==> src/rtl/pwlr_pkg.sv <==
`timescale 1ns / 1ps
package pwlr_pkg;

    localparam int UNIT_W    = 12;
    localparam int MAXB_W    = 9;
    localparam int CFG_W     = 12;
    localparam int CFG_IDX_W = 1;
    localparam int DATA_W    = 8;
    localparam int STATUS_W  = 2;
    localparam int BCOUNT_W  = 9;

    localparam logic [UNIT_W-1:0] UNIT_RESET = 12'd100;
    localparam logic [MAXB_W-1:0] MAXB_RESET = 9'd256;

    localparam logic [CFG_IDX_W-1:0] CFG_UNIT_TICKS = 1'b0;
    localparam logic [CFG_IDX_W-1:0] CFG_MAX_BYTES  = 1'b1;

    localparam logic KIND_BYTE = 1'b0;
    localparam logic KIND_END  = 1'b1;

    localparam logic [STATUS_W-1:0] ST_OK     = 2'd0;
    localparam logic [STATUS_W-1:0] ST_SIZE   = 2'd1;
    localparam logic [STATUS_W-1:0] ST_TIMING = 2'd2;

    typedef struct packed {
        logic                kind;
        logic [DATA_W-1:0]   data_byte;
        logic [STATUS_W-1:0] status;
        logic [BCOUNT_W-1:0] byte_count;
        logic                last;
    } t_result;

    typedef struct packed {
        logic    a_valid;
        t_result a;
        logic    b_valid;
        t_result b;
    } t_push;

endpackage

==> src/rtl/pwlr_in_if.sv <==
`timescale 1ns / 1ps
interface pwlr_in_if;
    logic valid;
    logic ready;
    logic action;
    logic pin_level;

    modport source (output valid, output action, output pin_level, input ready);
    modport sink (input valid, input action, input pin_level, output ready);
endinterface

==> src/rtl/pwlr_out_if.sv <==
`timescale 1ns / 1ps
interface pwlr_out_if;
    logic                          valid;
    logic                          ready;
    logic                          kind;
    logic [pwlr_pkg::DATA_W-1:0]   data_byte;
    logic [pwlr_pkg::STATUS_W-1:0] status;
    logic [pwlr_pkg::BCOUNT_W-1:0] byte_count;
    logic                          last;

    modport source (output valid, output kind, output data_byte, output status,
                    output byte_count, output last, input ready);
    modport sink (input valid, input kind, input data_byte, input status,
                  input byte_count, input last, output ready);
endinterface

==> src/rtl/pwlr_decode.sv <==
`timescale 1ns / 1ps
module pwlr_decode #(
    parameter int MAX_PACKET_BYTES = 256,
    parameter int COUNT_BITS       = 16
) (
    input  logic                             i_clk,
    input  logic                             i_rst_n,
    input  logic                             i_cfg_we,
    input  logic [pwlr_pkg::CFG_IDX_W-1:0]   i_cfg_index,
    input  logic [pwlr_pkg::CFG_W-1:0]       i_cfg_data,
    input  logic                             i_accept,
    input  logic                             i_action,
    input  logic                             i_pin_level,
    output logic                             o_busy,
    output pwlr_pkg::t_push                  o_push
);

    localparam int EW = $clog2(MAX_PACKET_BYTES * 16 + 1);
    localparam logic [COUNT_BITS-1:0] CNT_MAX = {COUNT_BITS{1'b1}};

    localparam logic [1:0] PH_IDLE      = 2'd0;
    localparam logic [1:0] PH_WAIT_LOW  = 2'd1;
    localparam logic [1:0] PH_WAIT_EDGE = 2'd2;
    localparam logic [1:0] PH_MEASURE   = 2'd3;

    function automatic logic off_tgt(input logic [31:0] iv, input logic [31:0] tg,
                                     input logic [31:0] tl);
        logic [31:0] d;
        d = (iv >= tg) ? iv - tg : tg - iv;
        return d > tl;
    endfunction

    logic [pwlr_pkg::UNIT_W-1:0] r_unit_ticks;
    logic [pwlr_pkg::MAXB_W-1:0] r_max_bytes;

    logic r_s1_valid, r_s1_action, r_s1_level;

    logic [1:0]            r_phase, n_phase;
    logic                  r_prev, n_prev;
    logic [COUNT_BITS-1:0] r_cnt, n_cnt;
    logic [EW-1:0]         r_edges, n_edges;
    logic [COUNT_BITS-1:0] r_high, n_high;
    logic [7:0]            r_shift, n_shift;
    logic                  r_fault, n_fault;

    logic [13:0]           stop;
    logic [10:0]           tol;
    logic [12:0]           mb_c;
    logic [EW-1:0]         limit;
    logic [COUNT_BITS-1:0] n_val;
    logic [EW-1:0]         edge_nx;
    logic                  bit_v;
    logic [2:0]            pos;
    logic [12:0]           ht, lt;
    logic                  finish;
    logic                  byte_out;
    pwlr_pkg::t_result     res_byte, res_end;

    always_ff @(posedge i_clk) begin
        if (!i_rst_n) begin
            r_unit_ticks <= pwlr_pkg::UNIT_RESET;
            r_max_bytes  <= pwlr_pkg::MAXB_RESET;
        end else if (i_cfg_we) begin
            unique case (i_cfg_index)
                pwlr_pkg::CFG_UNIT_TICKS: r_unit_ticks <= i_cfg_data[pwlr_pkg::UNIT_W-1:0];
                pwlr_pkg::CFG_MAX_BYTES:  r_max_bytes  <= i_cfg_data[pwlr_pkg::MAXB_W-1:0];
                default: ;
            endcase
        end
    end

    always_ff @(posedge i_clk) begin
        if (!i_rst_n) begin
            r_s1_valid <= 1'b0;
        end else begin
            r_s1_valid <= i_accept;
        end
        if (i_accept) begin
            r_s1_action <= i_action;
            r_s1_level  <= i_pin_level;
        end
    end

    assign o_busy = r_s1_valid;

    always_comb begin
        stop = {2'b00, r_unit_ticks} + {1'b0, r_unit_ticks, 1'b0};
        tol  = r_unit_ticks[pwlr_pkg::UNIT_W-1:1];
        if (r_max_bytes == '0) begin
            mb_c = 13'd1;
        end else if ({4'b0000, r_max_bytes} > 13'(MAX_PACKET_BYTES)) begin
            mb_c = 13'(MAX_PACKET_BYTES);
        end else begin
            mb_c = {4'b0000, r_max_bytes};
        end
        limit = EW'({mb_c, 4'b0000});
    end

    always_comb begin
        n_phase = r_phase;
        n_prev  = r_prev;
        n_cnt   = r_cnt;
        n_edges = r_edges;
        n_high  = r_high;
        n_shift = r_shift;
        n_fault = r_fault;
        finish   = 1'b0;
        byte_out = 1'b0;
        n_val   = (r_cnt == CNT_MAX) ? r_cnt : r_cnt + 1'b1;
        edge_nx = r_edges + 1'b1;
        bit_v   = r_high >= n_val;
        pos     = edge_nx[3:1] - 3'd1;
        ht      = bit_v ? {r_unit_ticks, 1'b0} : {1'b0, r_unit_ticks};
        lt      = bit_v ? {1'b0, r_unit_ticks} : {r_unit_ticks, 1'b0};

        if (r_s1_valid) begin
            if (r_s1_action) begin
                n_phase = PH_WAIT_LOW;
                n_prev  = 1'b0;
                n_cnt   = '0;
                n_edges = '0;
                n_high  = '0;
                n_shift = '0;
                n_fault = 1'b0;
            end else begin
                unique case (r_phase)
                    PH_IDLE: ;
                    PH_WAIT_LOW: begin
                        if (!r_s1_level) begin
                            n_prev  = 1'b0;
                            n_phase = PH_WAIT_EDGE;
                        end
                    end
                    PH_WAIT_EDGE: begin
                        if (r_s1_level != r_prev) begin
                            n_prev  = r_s1_level;
                            n_cnt   = '0;
                            n_phase = PH_MEASURE;
                        end
                    end
                    PH_MEASURE: begin
                        n_cnt = n_val;
                        if (32'(n_val) > 32'(stop)) begin
                            finish = 1'b1;
                        end else if (r_s1_level != r_prev) begin
                            n_prev  = r_s1_level;
                            n_cnt   = '0;
                            n_edges = edge_nx;
                            if (edge_nx[0]) begin
                                n_high = n_val;
                            end else begin
                                if (off_tgt(32'(r_high), 32'(ht), 32'(tol))
                                        || off_tgt(32'(n_val), 32'(lt), 32'(tol))) begin
                                    n_fault = 1'b1;
                                end
                                n_shift = (pos == 3'd0) ? 8'h00 : r_shift;
                                n_shift[pos] = bit_v;
                                byte_out = (pos == 3'd7);
                            end
                            if (edge_nx >= limit) begin
                                finish = 1'b1;
                            end
                        end
                        if (finish) begin
                            n_phase = PH_IDLE;
                        end
                    end
                    default: ;
                endcase
            end
        end
    end

    always_comb begin
        res_byte            = '0;
        res_byte.kind       = pwlr_pkg::KIND_BYTE;
        res_byte.data_byte  = n_shift;
        res_byte.status     = pwlr_pkg::ST_OK;
        res_byte.last       = !finish;

        res_end             = '0;
        res_end.kind        = pwlr_pkg::KIND_END;
        res_end.last        = 1'b1;
        if (n_edges[3:0] != 4'd0) begin
            res_end.status = pwlr_pkg::ST_SIZE;
        end else if (n_fault) begin
            res_end.status = pwlr_pkg::ST_TIMING;
        end else begin
            res_end.status     = pwlr_pkg::ST_OK;
            res_end.byte_count = pwlr_pkg::BCOUNT_W'(n_edges >> 4);
        end

        o_push = '0;
        if (byte_out) begin
            o_push.a_valid = 1'b1;
            o_push.a       = res_byte;
            o_push.b_valid = finish;
            o_push.b       = res_end;
        end else begin
            o_push.a_valid = finish;
            o_push.a       = res_end;
        end
    end

    always_ff @(posedge i_clk) begin
        if (!i_rst_n) begin
            r_phase <= PH_IDLE;
            r_prev  <= 1'b0;
            r_cnt   <= '0;
            r_edges <= '0;
            r_high  <= '0;
            r_shift <= '0;
            r_fault <= 1'b0;
        end else begin
            r_phase <= n_phase;
            r_prev  <= n_prev;
            r_cnt   <= n_cnt;
            r_edges <= n_edges;
            r_high  <= n_high;
            r_shift <= n_shift;
            r_fault <= n_fault;
        end
    end

endmodule

==> src/rtl/pwlr_fifo.sv <==
`timescale 1ns / 1ps
module pwlr_fifo #(
    parameter int DEPTH = 8
) (
    input  logic                         i_clk,
    input  logic                         i_rst_n,
    input  pwlr_pkg::t_push              i_push,
    input  logic                         i_pop,
    output logic                         o_valid,
    output pwlr_pkg::t_result            o_head,
    output logic [$clog2(DEPTH+1)-1:0]   o_count
);

    localparam int AW = $clog2(DEPTH);
    localparam int CW = $clog2(DEPTH + 1);

    pwlr_pkg::t_result r_mem [DEPTH];
    logic [AW-1:0]     r_wr, r_rd;
    logic [CW-1:0]     r_count;
    logic [AW-1:0]     wr_b;
    logic [1:0]        n_pushes;

    assign wr_b     = r_wr + 1'b1;
    assign n_pushes = {1'b0, i_push.a_valid} + {1'b0, i_push.b_valid};
    assign o_valid  = r_count != '0;
    assign o_head   = r_mem[r_rd];
    assign o_count  = r_count;

    always_ff @(posedge i_clk) begin
        if (i_push.a_valid) begin
            r_mem[r_wr] <= i_push.a;
        end
        if (i_push.b_valid) begin
            r_mem[wr_b] <= i_push.b;
        end
    end

    always_ff @(posedge i_clk) begin
        if (!i_rst_n) begin
            r_wr    <= '0;
            r_rd    <= '0;
            r_count <= '0;
        end else begin
            r_wr    <= r_wr + AW'(n_pushes);
            r_rd    <= r_rd + AW'(i_pop && o_valid);
            r_count <= r_count + CW'(n_pushes) - CW'(i_pop && o_valid);
        end
    end

endmodule

==> src/rtl/pulse_width_line_receiver_top.sv <==
`timescale 1ns / 1ps
// A result passes through the input register and then the result queue before it is valid.
// Throughput: one input item per cycle while ready is high; at most one result leaves per cycle.
// Ready drops while the 8-entry result queue cannot take two more results, plus two more if an item is in decode.
// Reset (synchronous, active low): receiver idle and not armed, queue empty,
// unit_ticks = 100, max_bytes = 256.
module pulse_width_line_receiver_top #(
    parameter int MAX_PACKET_BYTES = 256,
    parameter int COUNT_BITS       = 16
) (
    input  logic                           i_clk,
    input  logic                           i_rst_n,
    input  logic                           i_cfg_we,
    input  logic [pwlr_pkg::CFG_IDX_W-1:0] i_cfg_index,
    input  logic [pwlr_pkg::CFG_W-1:0]     i_cfg_data,
    pwlr_in_if.sink                        i_in_ch,
    pwlr_out_if.source                     o_out_ch
);

    localparam int QDEPTH = 8;
    localparam int QCW    = $clog2(QDEPTH + 1);

    logic              busy;
    logic              accept;
    pwlr_pkg::t_push   push;
    pwlr_pkg::t_result head;
    logic [QCW-1:0]    q_count;
    logic [QCW:0]      q_load;

    assign q_load        = {1'b0, q_count} + (busy ? (QCW+1)'(2) : '0);
    assign i_in_ch.ready = q_load <= (QCW+1)'(QDEPTH - 2);
    assign accept        = i_in_ch.valid && i_in_ch.ready;

    pwlr_decode #(
        .MAX_PACKET_BYTES (MAX_PACKET_BYTES),
        .COUNT_BITS       (COUNT_BITS)
    ) u_decode (
        .i_clk       (i_clk),
        .i_rst_n     (i_rst_n),
        .i_cfg_we    (i_cfg_we),
        .i_cfg_index (i_cfg_index),
        .i_cfg_data  (i_cfg_data),
        .i_accept    (accept),
        .i_action    (i_in_ch.action),
        .i_pin_level (i_in_ch.pin_level),
        .o_busy      (busy),
        .o_push      (push)
    );

    pwlr_fifo #(
        .DEPTH (QDEPTH)
    ) u_fifo (
        .i_clk   (i_clk),
        .i_rst_n (i_rst_n),
        .i_push  (push),
        .i_pop   (o_out_ch.ready),
        .o_valid (o_out_ch.valid),
        .o_head  (head),
        .o_count (q_count)
    );

    assign o_out_ch.kind       = head.kind;
    assign o_out_ch.data_byte  = head.data_byte;
    assign o_out_ch.status     = head.status;
    assign o_out_ch.byte_count = head.byte_count;
    assign o_out_ch.last       = head.last;

endmodule

==> src/flat_wrapper.sv <==
// flat-port wrapper written by rule: the top's interface ports become plain ports
module pulse_width_line_receiver_top_flat 
#(
    parameter int MAX_PACKET_BYTES = 256,
    parameter int COUNT_BITS       = 16
)
  (i_clk, i_rst_n, i_cfg_we, i_cfg_index, i_cfg_data, i_in_ch_valid, i_in_ch_action, i_in_ch_pin_level, i_in_ch_ready, o_out_ch_valid, o_out_ch_kind, o_out_ch_data_byte, o_out_ch_status, o_out_ch_byte_count, o_out_ch_last, o_out_ch_ready);
  pwlr_in_if i_in_ch_i ();
  pwlr_out_if o_out_ch_i ();
  input  logic i_clk;
  input  logic i_rst_n;
  input  logic i_cfg_we;
  input  logic [pwlr_pkg::CFG_IDX_W-1:0] i_cfg_index;
  input  logic [pwlr_pkg::CFG_W-1:0] i_cfg_data;
  input wire logic [$bits(i_in_ch_i.valid)-1:0] i_in_ch_valid;
  input wire logic [$bits(i_in_ch_i.action)-1:0] i_in_ch_action;
  input wire logic [$bits(i_in_ch_i.pin_level)-1:0] i_in_ch_pin_level;
  output wire logic [$bits(i_in_ch_i.ready)-1:0] i_in_ch_ready;
  output wire logic [$bits(o_out_ch_i.valid)-1:0] o_out_ch_valid;
  output wire logic [$bits(o_out_ch_i.kind)-1:0] o_out_ch_kind;
  output wire logic [$bits(o_out_ch_i.data_byte)-1:0] o_out_ch_data_byte;
  output wire logic [$bits(o_out_ch_i.status)-1:0] o_out_ch_status;
  output wire logic [$bits(o_out_ch_i.byte_count)-1:0] o_out_ch_byte_count;
  output wire logic [$bits(o_out_ch_i.last)-1:0] o_out_ch_last;
  input wire logic [$bits(o_out_ch_i.ready)-1:0] o_out_ch_ready;
  assign i_in_ch_i.valid = i_in_ch_valid;
  assign i_in_ch_i.action = i_in_ch_action;
  assign i_in_ch_i.pin_level = i_in_ch_pin_level;
  assign i_in_ch_ready = i_in_ch_i.ready;
  assign o_out_ch_valid = o_out_ch_i.valid;
  assign o_out_ch_kind = o_out_ch_i.kind;
  assign o_out_ch_data_byte = o_out_ch_i.data_byte;
  assign o_out_ch_status = o_out_ch_i.status;
  assign o_out_ch_byte_count = o_out_ch_i.byte_count;
  assign o_out_ch_last = o_out_ch_i.last;
  assign o_out_ch_i.ready = o_out_ch_ready;
  pulse_width_line_receiver_top #(.MAX_PACKET_BYTES(MAX_PACKET_BYTES), .COUNT_BITS(COUNT_BITS)) u_core (.i_clk(i_clk), .i_rst_n(i_rst_n), .i_cfg_we(i_cfg_we), .i_cfg_index(i_cfg_index), .i_cfg_data(i_cfg_data), .i_in_ch(i_in_ch_i), .o_out_ch(o_out_ch_i));
endmodule
==> config.mk <==
export PLATFORM = sky130hd
export DESIGN_NAME = pulse_width_line_receiver_top_flat
export DESIGN_NICKNAME = d
export VERILOG_FILES = /design/src/rtl/pwlr_pkg.sv /design/src/rtl/pwlr_in_if.sv /design/src/rtl/pwlr_out_if.sv /design/src/rtl/pwlr_decode.sv /design/src/rtl/pwlr_fifo.sv /design/src/rtl/pulse_width_line_receiver_top.sv /design/src/flat_wrapper.sv
export SDC_FILE = /design/constraint.sdc
export NUM_CORES = 1
export LEC_CHECK = 0
export BUFFER_PORTS_ARGS = -buffer_cell sky130_fd_sc_hd__buf_2
export CELL_PAD_IN_SITES_DETAIL_PLACEMENT = 1
export CELL_PAD_IN_SITES_GLOBAL_PLACEMENT = 1
export CORE_UTILIZATION = 40
export CTS_CLUSTER_DIAMETER = 80
export DETAILED_ROUTE_END_ITERATION = 10
export PLACE_DENSITY = 0.66
export SLEW_MARGIN = 20
export SYNTH_ARGS = -nofsm -noshare
export SYNTH_HDL_FRONTEND = slang
export SYNTH_SLANG_ARGS = --single-unit
==> constraint.sdc <==
create_clock -name i_clk -period 12.7 [get_ports i_clk]
set_clock_uncertainty 0.1 [all_clocks]
set_input_delay 0 -clock i_clk [delete_from_list [all_inputs] [get_ports i_clk]]
set_output_delay 0 -clock i_clk [all_outputs]
set_load 0.005 [all_outputs]
==> results.tsv <==
metric	value	unit
number of nets still failing antenna checks after routing	0	
CTS tree	yes	
max-cap violations	0	
data required time at the worst endpoint	12920	ps
Post-route DRC	0	
post-synth top area share	0.1836	
cell seen most often among critical-path stages	sky130_fd_sc_hd__ha_1	
largest area contributor in the netlist	sky130_fd_sc_hd__edfxtp_1	
post-layout worst setup margin	1426	ps
Detailed Route Iter0 Violations	859	
dominant cell by count in the synthesized netlist	sky130_fd_sc_hd__nand2_1	
count of TritonRoute iterations in the first routing pass	5	
total routing resource utilization after global routing	0.2527	
synthesized flop and latch total	259	
predominant post-synthesis flop cell	sky130_fd_sc_hd__dfxtp_1	
total setup violations reported at the end of the flow	0	
crit path kind	flip-flop to flip-flop	
largest voltage drop on the vdd net	0.09943	mV
period utilisation layout	0.8877	
Tmin final	11270	ps
crit path capture type	flip-flop	
first-pass GRT wire length	87400	microns
pwr/cell area	121.7	nW/um^2
number of top-level pins	43	
final hold violation count	0	
area of the multi-input gates	10220	sq um
cell count of the worst hold path	2	
post-synthesis net count	2054	
post-synthesis async set-or-reset flop share	0	
number of input and output port buffers inserted	42	
Avg Vias per Cell	5.826	
maximum fanout along the worst path	72	
type of element launching the critical path	flip-flop	
clock sink count	259	
buffers inserted by post-CTS timing repair	0	
total wirelength of the detailed-routed design	55270	microns
Area growth, synth to finish	12.36	%
storage element area	6248	sq um
initial core utilization	0.4096	
leakage power summed over all cells	7.544	nW
fill cell instance count of the final layout	4871	
status	finished clean	
sequential-to-total area share from yosys stat	0.3603	
setup TNS	0	ps
Hold Buf Count CTS	34	
number of antenna violations at the first check in global routing	0	
number of flops mapped to enable cells by yosys	106	
upper clock frequency limit	88.70	MHz
unrepaired setup endpoints after global routing	false	
vias	14670	
GRT overflow	0	
maximum clock path buffer count	3	
Final HPWL DP	40920	microns
crit-path max cell delay	710	ps
Post-synth top cells	sky130_fd_sc_hd__nand2_1, sky130_fd_sc_hd__dfxtp_1, sky130_fd_sc_hd__ha_1	
cell area after technology mapping	17340	sq um
maximum level of the CTS H-tree	2	
top cells by area in the synthesized netlist	sky130_fd_sc_hd__edfxtp_1, sky130_fd_sc_hd__dfxtp_1, sky130_fd_sc_hd__ha_1	
final number of max-transition violations	0	
worst min-delay path category	input pin to flip-flop	
pin count of the biggest net entering global routing	73	
worst slack, placed	1591	ps
number of standard-cell rows in the floorplan	75	
die area	44180	sq um
core region area	42320	sq um
mean instance size in the synthesized netlist	9.201	sq um
final net count	2086	
post-synthesis cell type count	89	
remaining max-slew budget at the tightest pin	0.1740	
height of the chip	210.2	microns
fraction of layout cells with a size suffix above 1	0.1087	
standard cell with the maximum stage delay on the critical path	sky130_fd_sc_hd__a21oi_4	
R2R cell count	39	
count of cells resized by post-cts repair	0	
pin slew with the least headroom to its limit	1226	ps
Root Driver	sky130_fd_sc_hd__clkbuf_16	
count of synthesis-stage warnings from yosys	0	
detail-routed net length per standard cell	21.95	microns
Skew-Pair Late Insertion Delay	550	ps
arrival time at the worst endpoint	11500	ps
n_diodes	0	
via count of the first global-routing pass	15380	
final RePlAce weighted congestion	0.9287	
number of buffers created by CTS	34	
clock edge transition at the registers on the reported setup and hold paths	60	ps
number of instances in the synthesized netlist	1884	
Chip Width	210.2	microns
stage by stage:
step	cells	area (sq um)	hold slack [ps]	util	power [mW]
floorplan	1884	17340	-1.131	-	1.246
global placement	2423	17990	80.88	0.4250	1.372
detailed placement	2423	17990	79.48	0.4250	1.384
CTS	2518	19480	99.84	0.4602	2.400
global route	2518	19480	103.4	0.4602	2.472
finish	2518	19480	101.4	0.4602	2.371
critical path: cells and delay by family (launching register included):
family	cells	cell delay, ps
compound gates	8	2310
xor+xnor	2	500
fa+ha+maj	4	1290
buf+inv	4	1170
flops	1	460
mux	1	370
simple gates	20	4760
sequential cells by signal, summed over array words and instances, names as in the netlist:
name	flops
u_core.u_decode.r_prev	1
u_core.u_decode.r_s1_level	1
u_core.u_fifo.r_rd	3
u_core.u_decode.r_max_bytes	9
u_core.u_decode.r_fault	1
u_core.u_fifo.r_mem	168
u_core.u_fifo.o_count	4
u_core.u_decode.r_shift	8
u_core.u_decode.r_high	16
u_core.u_decode.r_s1_action	1
u_core.u_decode.r_unit_ticks	12
u_core.u_fifo.r_wr	3
u_core.u_decode.r_edges	13
u_core.u_decode.o_busy	1
u_core.u_decode.r_phase	2
u_core.u_decode.r_cnt	16
placed cells by master (no fill, tap or decap), types with 16 or more instances in the layout:
master	count
sky130_fd_sc_hd__nand2_1	193
sky130_fd_sc_hd__dfxtp_1	151
sky130_fd_sc_hd__ha_1	143
sky130_fd_sc_hd__nor2_1	134
sky130_fd_sc_hd__inv_1	117
sky130_fd_sc_hd__a21oi_1	114
sky130_fd_sc_hd__o21ai_0	109
sky130_fd_sc_hd__edfxtp_1	106
sky130_fd_sc_hd__nor4_1	79
sky130_fd_sc_hd__a21o_1	61
sky130_fd_sc_hd__nand3_1	55
sky130_fd_sc_hd__mux4_2	42
sky130_fd_sc_hd__buf_2	42
sky130_fd_sc_hd__xnor2_1	37
sky130_fd_sc_hd__nor3_1	36
sky130_fd_sc_hd__clkbuf_16	35
sky130_fd_sc_hd__dlygate4sd3_1	34
sky130_fd_sc_hd__xor2_1	26
sky130_fd_sc_hd__mux2i_1	26
sky130_fd_sc_hd__mux2_2	24
sky130_fd_sc_hd__and3_1	21
sky130_fd_sc_hd__and2_1	21
sky130_fd_sc_hd__nand4_1	19
sky130_fd_sc_hd__nand2b_1	18
sky130_fd_sc_hd__buf_4	18
sky130_fd_sc_hd__o21a_1	17
sky130_fd_sc_hd__a211oi_1	16
layer usage:
metal,vias to the layer above,part of all wire,global-route usage
li1,7001,-,-
met1,7292,0.45,0.3182
met2,269,0.49,0.4405
met3,109,0.032,0.03397
met4,0,0.034,0.09187
met5,-,0,0
cell families after synthesis:
logic type               after synthesis  share of synthesized area
XOR/XNOR                              64                    0.03277
flip-flops                           259                     0.3603
multiplexers                          92                    0.08517
AND/OR/NAND/NOR                      629                     0.1790
AO/OA/AOI/OAI                        472                     0.1789
buffers and inverters                217                    0.05204
adder cells (fa/ha/maj)              151                     0.1119
power breakdown:
part           internal (mW)  switching [mW]
clock                  0.605           0.393
sequential             0.875          0.0183
combinational          0.223           0.257
layout make-up:
type,count,share of cell area
multi-input cells,1408,0.5249
flip-flops and latches,259,0.3208
clock buffers,48,0.05023
well taps,577,0.03707
repair buffers,94,0.03520
inverters,119,0.02293
clock inverters,13,0.008865
path summary, 6_finish.rpt:
path / start / end / slack (ps)
setup / recovery: u_core.u_decode.r_cnt[0] / u_core.u_fifo.r_mem[5][8] / 1430
hold / removal: i_in_ch_action / u_core.u_decode.r_s1_action / 100
setup reg to reg: u_core.u_decode.r_cnt[0] / u_core.u_fifo.r_mem[5][8] / 1430
hold reg to reg: u_core.u_fifo.r_mem[1][16] / u_core.u_fifo.r_mem[1][16] / 350
Power figures use the tool's default switching activity.
